**src/mme_pkg.sv**
```systemverilog
// ----------------------------------------------------------------------------
// mme_pkg
// Types and constants shared by the matrix multiply engine modules.
// ----------------------------------------------------------------------------
package mme_pkg;

    localparam int ELEM_W = 16;   // Q8.8 operand width
    localparam int SUM_W  = 40;   // Q24.16 result width
    localparam int IDX_W  = 3;    // row / column index width on the ports
    localparam int SIZE_W = 4;    // size register width
    localparam int OP_W   = 2;
    localparam int CFG_W  = 2;

    localparam logic [OP_W-1:0] OP_LOAD_LEFT  = 2'd0;
    localparam logic [OP_W-1:0] OP_LOAD_RIGHT = 2'd1;
    localparam logic [OP_W-1:0] OP_COMPUTE    = 2'd2;

    localparam logic [CFG_W-1:0] CFG_LEFT_ROWS  = 2'd0;
    localparam logic [CFG_W-1:0] CFG_INNER_SIZE = 2'd1;
    localparam logic [CFG_W-1:0] CFG_RIGHT_COLS = 2'd2;

    localparam logic [SIZE_W-1:0] SIZE_RESET = 4'd8;

    typedef struct packed {
        logic [OP_W-1:0]          operation;
        logic [IDX_W-1:0]         row_index;
        logic [IDX_W-1:0]         col_index;
        logic signed [ELEM_W-1:0] element_value;
    } in_item_t;

    typedef struct packed {
        logic signed [SUM_W-1:0] product_sum;
        logic [IDX_W-1:0]        out_row;
        logic [IDX_W-1:0]        out_col;
        logic                    last_of_run;
    } out_item_t;

    // controller -> datapath
    typedef struct packed {
        logic                     wr_left;
        logic                     wr_right;
        logic [IDX_W-1:0]         wr_row;
        logic [IDX_W-1:0]         wr_col;
        logic signed [ELEM_W-1:0] wr_data;
        logic                     mac_valid;
        logic                     mac_first;
        logic                     mac_last;
        logic                     mac_zero;     // empty inner dimension
        logic                     mac_run_last;
        logic [IDX_W-1:0]         mac_row;
        logic [IDX_W-1:0]         mac_col;
        logic [IDX_W-1:0]         mac_k;
    } cmd_t;

    // datapath -> controller
    typedef struct packed {
        logic advance;
    } status_t;

endpackage

```
**src/mme_ctrl.sv**
```systemverilog
// ----------------------------------------------------------------------------
// mme_ctrl
// Size registers, item acceptance and the row / column / inner loop sequencer.
// ----------------------------------------------------------------------------
module mme_ctrl #(
    parameter int MAX_DIM = 8
) (
    input  logic                          aclk,
    input  logic                          aresetn,
    input  logic                          s_valid,
    output logic                          s_ready,
    input  mme_pkg::in_item_t             s_data,
    input  logic                          cfg_valid,
    input  logic [mme_pkg::CFG_W-1:0]     cfg_index,
    input  logic [mme_pkg::SIZE_W-1:0]    cfg_data,
    output mme_pkg::cmd_t                 cmd,
    input  mme_pkg::status_t              status
);

    localparam logic ST_IDLE = 1'b0;
    localparam logic ST_RUN  = 1'b1;
    localparam logic [mme_pkg::SIZE_W-1:0] DIM_MAX = mme_pkg::SIZE_W'(MAX_DIM);

    logic                        state_reg, state_next;
    logic [mme_pkg::SIZE_W-1:0]  left_rows_reg, inner_size_reg, right_cols_reg;
    logic [mme_pkg::IDX_W-1:0]   i_reg, i_next, j_reg, j_next, k_reg, k_next;
    logic [mme_pkg::SIZE_W-1:0]  nr, nk, nc;
    logic [mme_pkg::SIZE_W-1:0]  row_w, col_w, i_inc, j_inc, k_inc;
    logic                        in_xfer;

    assign nr = (left_rows_reg  > DIM_MAX) ? DIM_MAX : left_rows_reg;
    assign nk = (inner_size_reg > DIM_MAX) ? DIM_MAX : inner_size_reg;
    assign nc = (right_cols_reg > DIM_MAX) ? DIM_MAX : right_cols_reg;

    assign row_w = {1'b0, s_data.row_index};
    assign col_w = {1'b0, s_data.col_index};
    assign i_inc = {1'b0, i_reg} + 4'd1;
    assign j_inc = {1'b0, j_reg} + 4'd1;
    assign k_inc = {1'b0, k_reg} + 4'd1;

    assign s_ready = (state_reg == ST_IDLE);
    assign in_xfer = s_valid && s_ready;

    always_ff @(posedge aclk) begin
        if (!aresetn) begin
            left_rows_reg  <= mme_pkg::SIZE_RESET;
            inner_size_reg <= mme_pkg::SIZE_RESET;
            right_cols_reg <= mme_pkg::SIZE_RESET;
        end else if (cfg_valid) begin
            case (cfg_index)
                mme_pkg::CFG_LEFT_ROWS:  left_rows_reg  <= cfg_data;
                mme_pkg::CFG_INNER_SIZE: inner_size_reg <= cfg_data;
                mme_pkg::CFG_RIGHT_COLS: right_cols_reg <= cfg_data;
                default: ;
            endcase
        end
    end

    always_comb begin
        state_next = state_reg;
        i_next     = i_reg;
        j_next     = j_reg;
        k_next     = k_reg;

        cmd              = '0;
        cmd.wr_row       = s_data.row_index;
        cmd.wr_col       = s_data.col_index;
        cmd.wr_data      = s_data.element_value;
        cmd.mac_row      = i_reg;
        cmd.mac_col      = j_reg;
        cmd.mac_k        = k_reg;

        case (state_reg)
            ST_IDLE: begin
                if (in_xfer) begin
                    case (s_data.operation)
                        mme_pkg::OP_LOAD_LEFT:
                            cmd.wr_left = (row_w < nr) && (col_w < nk);
                        mme_pkg::OP_LOAD_RIGHT:
                            cmd.wr_right = (row_w < nk) && (col_w < nc);
                        mme_pkg::OP_COMPUTE: begin
                            if (nr != '0 && nc != '0) begin
                                state_next = ST_RUN;
                                i_next     = '0;
                                j_next     = '0;
                                k_next     = '0;
                            end
                        end
                        default: ;
                    endcase
                end
            end
            ST_RUN: begin
                cmd.mac_valid    = 1'b1;
                cmd.mac_first    = (k_reg == '0);
                cmd.mac_zero     = (nk == '0);
                cmd.mac_last     = (nk == '0) || (k_inc == nk);
                cmd.mac_run_last = cmd.mac_last && (i_inc == nr) && (j_inc == nc);
                if (status.advance) begin
                    if (!cmd.mac_last) begin
                        k_next = k_reg + 3'd1;
                    end else begin
                        k_next = '0;
                        if (j_inc == nc) begin
                            j_next = '0;
                            i_next = i_reg + 3'd1;
                        end else begin
                            j_next = j_reg + 3'd1;
                        end
                        if (cmd.mac_run_last) begin
                            state_next = ST_IDLE;
                        end
                    end
                end
            end
            default: state_next = ST_IDLE;
        endcase
    end

    always_ff @(posedge aclk) begin
        if (!aresetn) begin
            state_reg <= ST_IDLE;
            i_reg     <= '0;
            j_reg     <= '0;
            k_reg     <= '0;
        end else begin
            state_reg <= state_next;
            i_reg     <= i_next;
            j_reg     <= j_next;
            k_reg     <= k_next;
        end
    end

endmodule

```
**src/mme_datapath.sv**
```systemverilog
// ----------------------------------------------------------------------------
// mme_datapath
// Operand stores, multiplier, saturating accumulator and result register.
// ----------------------------------------------------------------------------
module mme_datapath #(
    parameter int MAX_DIM = 8
) (
    input  logic                aclk,
    input  logic                aresetn,
    input  mme_pkg::cmd_t       cmd,
    output mme_pkg::status_t    status,
    output logic                m_valid,
    input  logic                m_ready,
    output mme_pkg::out_item_t  m_data
);

    localparam int RW   = (MAX_DIM > 1) ? $clog2(MAX_DIM) : 1;
    localparam int EW   = mme_pkg::ELEM_W;
    localparam int PW   = 2 * mme_pkg::ELEM_W;
    localparam int SW   = mme_pkg::SUM_W;
    localparam logic signed [SW-1:0] SUM_MAX = {1'b0, {(SW-1){1'b1}}};
    localparam logic signed [SW-1:0] SUM_MIN = {1'b1, {(SW-1){1'b0}}};

    typedef struct packed {
        logic                      valid;
        logic                      first;
        logic                      last;
        logic                      zero;
        logic                      run_last;
        logic [mme_pkg::IDX_W-1:0] row;
        logic [mme_pkg::IDX_W-1:0] col;
    } tag_t;

    logic signed [EW-1:0] left_mem  [MAX_DIM][MAX_DIM];
    logic signed [EW-1:0] right_mem [MAX_DIM][MAX_DIM];

    logic signed [EW-1:0] left_rd_reg, right_rd_reg;
    logic signed [PW-1:0] prod_reg;
    logic signed [SW-1:0] acc_reg, acc_next, acc_base;
    logic signed [SW:0]   sum;
    tag_t                 tag1_reg, tag2_reg, tag_in;
    mme_pkg::out_item_t   out_reg;
    logic                 out_valid_reg;
    logic                 adv;

    // whole pipeline holds while a finished result waits
    assign adv            = !out_valid_reg || m_ready;
    assign status.advance = adv;

    assign tag_in = '{valid:    cmd.mac_valid,
                      first:    cmd.mac_first,
                      last:     cmd.mac_last,
                      zero:     cmd.mac_zero,
                      run_last: cmd.mac_run_last,
                      row:      cmd.mac_row,
                      col:      cmd.mac_col};

    always_ff @(posedge aclk) begin
        if (cmd.wr_left) begin
            left_mem[cmd.wr_row[RW-1:0]][cmd.wr_col[RW-1:0]] <= cmd.wr_data;
        end
        if (cmd.wr_right) begin
            right_mem[cmd.wr_row[RW-1:0]][cmd.wr_col[RW-1:0]] <= cmd.wr_data;
        end
        if (adv) begin
            left_rd_reg  <= left_mem[cmd.mac_row[RW-1:0]][cmd.mac_k[RW-1:0]];
            right_rd_reg <= right_mem[cmd.mac_k[RW-1:0]][cmd.mac_col[RW-1:0]];
        end
    end

    always_ff @(posedge aclk) begin
        if (adv) begin
            if (tag1_reg.zero) begin
                prod_reg <= '0;
            end else begin
                prod_reg <= left_rd_reg * right_rd_reg;
            end
        end
    end

    assign acc_base = tag2_reg.first ? '0 : acc_reg;
    assign sum      = {acc_base[SW-1], acc_base}
                    + {{(SW+1-PW){prod_reg[PW-1]}}, prod_reg};

    always_comb begin
        if (sum[SW] != sum[SW-1]) begin
            acc_next = sum[SW] ? SUM_MIN : SUM_MAX;
        end else begin
            acc_next = sum[SW-1:0];
        end
    end

    always_ff @(posedge aclk) begin
        if (!aresetn) begin
            tag1_reg      <= '0;
            tag2_reg      <= '0;
            acc_reg       <= '0;
            out_valid_reg <= 1'b0;
        end else if (adv) begin
            tag1_reg      <= tag_in;
            tag2_reg      <= tag1_reg;
            out_valid_reg <= tag2_reg.valid && tag2_reg.last;
            if (tag2_reg.valid) begin
                acc_reg <= acc_next;
            end
        end
    end

    always_ff @(posedge aclk) begin
        if (adv && tag2_reg.valid && tag2_reg.last) begin
            out_reg.product_sum <= acc_next;
            out_reg.out_row     <= tag2_reg.row;
            out_reg.out_col     <= tag2_reg.col;
            out_reg.last_of_run <= tag2_reg.run_last;
        end
    end

    assign m_valid = out_valid_reg;
    assign m_data  = out_reg;

endmodule

```
**src/matrix_multiply_engine.sv**
```systemverilog
// ----------------------------------------------------------------------------
// matrix_multiply_engine
// A compute item runs one multiply-accumulate per cycle through the shared
// multiplier while no finished result waits on m_ready; the next item is taken
// after the run.
// Reset (aresetn, synchronous) sets all sizes to 8; stores hold until written.
// ----------------------------------------------------------------------------
module matrix_multiply_engine #(
    parameter int MAX_DIM = 8
) (
    input  logic                        aclk,
    input  logic                        aresetn,
    input  logic                        s_valid,
    output logic                        s_ready,
    input  mme_pkg::in_item_t           s_data,
    output logic                        m_valid,
    input  logic                        m_ready,
    output mme_pkg::out_item_t          m_data,
    input  logic                        cfg_valid,
    output logic                        cfg_ready,
    input  logic [mme_pkg::CFG_W-1:0]   cfg_index,
    input  logic [mme_pkg::SIZE_W-1:0]  cfg_data
);

    mme_pkg::cmd_t    cmd;
    mme_pkg::status_t status;

    assign cfg_ready = 1'b1;

    mme_ctrl #(
        .MAX_DIM (MAX_DIM)
    ) u_ctrl (
        .aclk      (aclk),
        .aresetn   (aresetn),
        .s_valid   (s_valid),
        .s_ready   (s_ready),
        .s_data    (s_data),
        .cfg_valid (cfg_valid),
        .cfg_index (cfg_index),
        .cfg_data  (cfg_data),
        .cmd       (cmd),
        .status    (status)
    );

    mme_datapath #(
        .MAX_DIM (MAX_DIM)
    ) u_datapath (
        .aclk    (aclk),
        .aresetn (aresetn),
        .cmd     (cmd),
        .status  (status),
        .m_valid (m_valid),
        .m_ready (m_ready),
        .m_data  (m_data)
    );

endmodule
```
**config.mk**
```make
export PLATFORM = sky130hd
export DESIGN_NAME = matrix_multiply_engine
export DESIGN_NICKNAME = d
export VERILOG_FILES = /design/src/mme_pkg.sv /design/src/mme_ctrl.sv /design/src/mme_datapath.sv /design/src/matrix_multiply_engine.sv
export SDC_FILE = /design/constraint.sdc
export NUM_CORES = 2
export LEC_CHECK = 0
export BUFFER_PORTS_ARGS = -buffer_cell sky130_fd_sc_hd__buf_2
export CORE_MARGIN = 8
export CORE_UTILIZATION = 40
export CTS_CLUSTER_DIAMETER = 80
export DETAILED_ROUTE_END_ITERATION = 10
export GPL_TIMING_DRIVEN = 0
export SYNTH_ARGS = -nofsm -noshare
export SYNTH_HDL_FRONTEND = slang
export SYNTH_HIERARCHICAL = 1
export SYNTH_SLANG_ARGS = --single-unit
```
**constraint.sdc**
```tcl
create_clock -name aclk -period 13.1 [get_ports aclk]
set_clock_uncertainty 0.05 [all_clocks]
set_input_delay 0.655 -clock aclk [delete_from_list [all_inputs] [get_ports aclk]]
set_output_delay 0.655 -clock aclk [all_outputs]
set_load 0.02 [all_outputs]
```
==> metrics.md <==
| Metric | Value |
|---|---|
| Outcome | `finished, violations left` |
| Failing checks | `max-capacitance violations, max-slew violations` |
| Initial antenna violation count | `23` |
| WP buf/inv | `6` |
| Cell mode on critical path | `fa_1` |
| Fillers | `20.6k` |
| Worst Tran Pin Value | `1.50 ns` |
| Root buf cell | `clkbuf_16` |
| Setup Crit Path Kind | `flip-flop to flip-flop` |
| Setup bufs post-CTS | `0` |
| DRT Pass-1 Iters | `6` |
| Core ar. | `245000 um^2` |
| Fin. max-slew vios | `7` |
| RR Startpoint | `u_datapath/right_rd_reg[7]` |
| Resized cells post-CTS | `0` |
| Max Root-Sink Buffers | `3` |
| Rows | `182` |
| Hold Vio Cnt, Final | `0` |
| Clock buffer count from CTS | `218` |
| Fraction of layout cells with a size suffix above 1 | `0.247` |
| Top-area cell type share of the netlist area | `0.660` |
| Worst Setup EP | `u_datapath/prod_reg[30]` |
| Port bufs | `67` |
| Total die area | `262000 um^2` |
| Max VDD drop | `0.143 mV` |
| Multi-input logic area | `29800 um^2` |
| Ports | `85` |
| Register-to-Register Path Depth | `24` |
| PD cells | `147 nW/um^2` |
| Vias in the first global route | `50.9k` |
| Post-Synth Simple-Gate Area | `0.0386` |
| CTS Hold Bufs | `4` |
| Crit share post-route | `0.600` |
| Commonest non-fill, non-tap cell in the layout | `edfxtp_1` |
| Hold Path Cell Cnt | `4` |
| Detailed Place HPWL | `179000 um` |
| Post-Layout Cell Count | `8980` |
| Mux cell area share after synthesis | `0.156` |
| H-tree levels | `4` |
| Worst r2r dst | `u_datapath/prod_reg[30]` |
| Routed wire per std cell | `28.4 um` |
| Grt ovf | `0` |
| Post-DRT Antenna Nets | `0` |
| Dominant cell type by area after synthesis | `edfxtp_1` |
| RD Place Congestion | `0.884` |
| Post-Route WL | `255000 um` |
| Max incr delay on CP | `0.59 ns` |
| CTS tree | `yes` |
| Synth top area cells | `edfxtp_1 (66%), mux4_2 (15%), fa_1 (5.4%), dfxtp_1 (1.7%), ha_1 (1.7%)` |
| Number of enable flip-flop cells after synthesis | `2159` |
| Register-to-register setup slack | `5.24 ns` |
| Syn nets | `5569` |
| Final setup TNS | `0 ns` |
| Largest net degree at the start of global routing | `129` |
| Vias | `50.0k` |
| Initial Util | `0.401` |
| Synth async-reset ratio | `0` |
| Syn Std Cell Area | `98300 um^2` |
| Crit end category | `flip-flop` |
| Worst Hold Class | `primary input to flip-flop` |
| Netlist cell types | `92` |
| Cells along the critical path | `clkbuf_1 > nand2_1 > fa_1 > inv_1 > fa_1 > inv_1 > fa_1 > inv_1 > fa_1 > fa_1 > inv_1 > fa_1 > inv_1 > ha_1 > nand4_1 > nor2_1 > nand3_1 > a211oi_1 > o2111ai_1 > a31oi_1 > a221oi_1 > o21ai_0 > xnor2_1 > nor2_1` |
| FF+latch area | `66500 um^2` |
| Design Area, Final | `113000 um^2` |
| Cell Area, Placed | `105000 um^2` |
| RSZ-0062 raised after global routing | `false` |
| Main combinational cell family by area after synthesis | `multiplexers` |
| Syn_area_per_cell | `19.1 um^2` |
| First-pass GRT wire length | `367000 um` |
| # Max-Cap Violations | `1` |
| Crit-path max FO | `10` |
| Met2 GRT Util | `0.317` |
| Syn Inst Count | `5137` |
| Cells after DPL | `8557` |
| Slowest stage cell, crit path | `edfxtp_1` |
| #FFs+latches synth | `2243` |
| WP data required | `13.64 ns` |
| GR Util met1 | `0.259` |
| DRC Markers | `0` |
| Slew Limit Headroom | `-0.00200` |
| Synthesis-to-finish area growth | `14.7%` |
| Crit path DAT | `8.40 ns` |
| Fmax | `127 MHz` |
| Post-Synth Adder-Cell Area | `0.0747` |
| Routed vias/inst | `5.57` |
| Post-Synth XOR/XNOR Area | `0.00642` |
| Crit. Startpoint | `u_datapath/right_rd_reg[7]` |
| Most frequent cells in the layout | `edfxtp_1 (2159), mux4_2 (672), inv_1 (306)` |
| Overall Global Routing Usage | `0.191` |
| Compound-Gate Fraction of Synth Area | `0.0243` |
| Chip height | `512 um` |
| Min Clock Period, post-route | `7.86 ns` |
| Top Usage Layer GRT | `met2` |
| Worst-path clk slew | `0.06 ns` |
| CTS Sinks | `2243` |
| Yosys warns | `6` |
| Seq/Total Area, Yosys | `0.677` |
| Number of nets in the layout | `5999` |
| Setup violators final | `0` |
| WP depth | `24` |
| Number of DRC markers in iteration 0 | `5239` |
| GR Util met3 | `0.0374` |
| Post-synth top flop | `edfxtp_1` |
| Static Leak | `36.7 nW` |
| Clock Latency Late Sink | `0.87 ns` |
| Top delay family on crit path | `adder cells` |
| CP Launch Type | `flip-flop` |
| Chip width | `512 um` |
how the worst min path moves through the flow:
stage                           startpoint                     end
CTS                                m_ready  u_datapath/tag2_reg[5]
global route                       m_ready  u_datapath/tag2_reg[5]
finish                             m_ready  u_datapath/tag2_reg[5]
detailed placement  u_datapath/tag2_reg[8]  u_datapath/tag2_reg[8]
floorplan           u_datapath/tag2_reg[6]    u_datapath/m_data[0]
global placement    u_datapath/tag1_reg[9]  u_datapath/tag1_reg[9]
metal layers:
| metal | vias to the layer above | part of all wire |
|---|---|---|
| li1 | 21000 | - |
| met1 | 26800 | 0.41 |
| met2 | 1865 | 0.49 |
| met3 | 374 | 0.075 |
| met4 | 4 | 0.028 |
| met5 | - | 0.000090 |
layout make-up:
cell class	count	share of cell area
Antenna cell	10	0.000222
Clock inverter	142	0.0156
Buffer	273	0.0107
Clock buffer	261	0.0498
Sequential cell	2243	0.590
Timing Repair Buffer	210	0.0234
Inverter	309	0.0103
Tap cell	3220	0.0357
Multi-Input combinational cell	2312	0.264
Yosys cell counts, types with 10 or more instances:
library cell / n
edfxtp_1: 2159
mux4_2: 672
inv_1: 306
fa_1: 263
nand2_1: 220
nor2_1: 215
clkbuf_1: 179
ha_1: 134
and2_1: 129
dfxtp_1: 84
o21ai_0: 78
a21oi_1: 77
buf_1: 62
xnor2_1: 53
nor2b_1: 52
a21o_1: 43
o21ba_1: 32
maj3_2: 31
nand2b_1: 29
nand3_1: 29
buf_4: 24
a21boi_0: 22
nor3_1: 19
xor2_1: 19
a31oi_1: 14
mux2i_1: 14
and3_1: 12
o21bai_1: 12
nand3b_1: 11
a211oi_1: 10
worst min-delay path: stages:
cell      delay, ns
buf_2          0.07
nor2b_1        0.10
nand2_1        0.09
a21boi_0       0.06
power by group:
| group | internal [W] | total, W | switching (W) |
|---|---|---|---|
| Sequential | 0.00801 | 0.00804 | 0.0000324 |
| Combinational | 0.000823 | 0.00209 | 0.00127 |
| Clock | 0.00372 | 0.00644 | 0.00271 |
| Total | 0.0126 | 0.0166 | 0.00401 |
cells by family (layout without fill, tap and decap cells):
logic type / after synthesis / in the layout
simple gates: 774 / 774
other cells: 1 / 11
compound gates: 345 / 345
fa+ha+maj: 433 / 433
flops: 2243 / 2243
buf+inv: 582 / 1195
mux: 687 / 687
xor+xnor: 72 / 72
per-stage QoR:
step                      total power [W]  setup slack [ns]   util  hold WS, ns
after detailed placement           0.0103              5.27  0.429        0.407
after global routing               0.0172              4.88  0.460       0.0733
after global placement             0.0102              5.27  0.419        0.401
after CTS                          0.0167              5.29  0.459       0.0159
after floorplan                   0.00971              6.79      -        0.358
final                              0.0166              5.24  0.460        0.116
(Power assumes the default switching activity.)
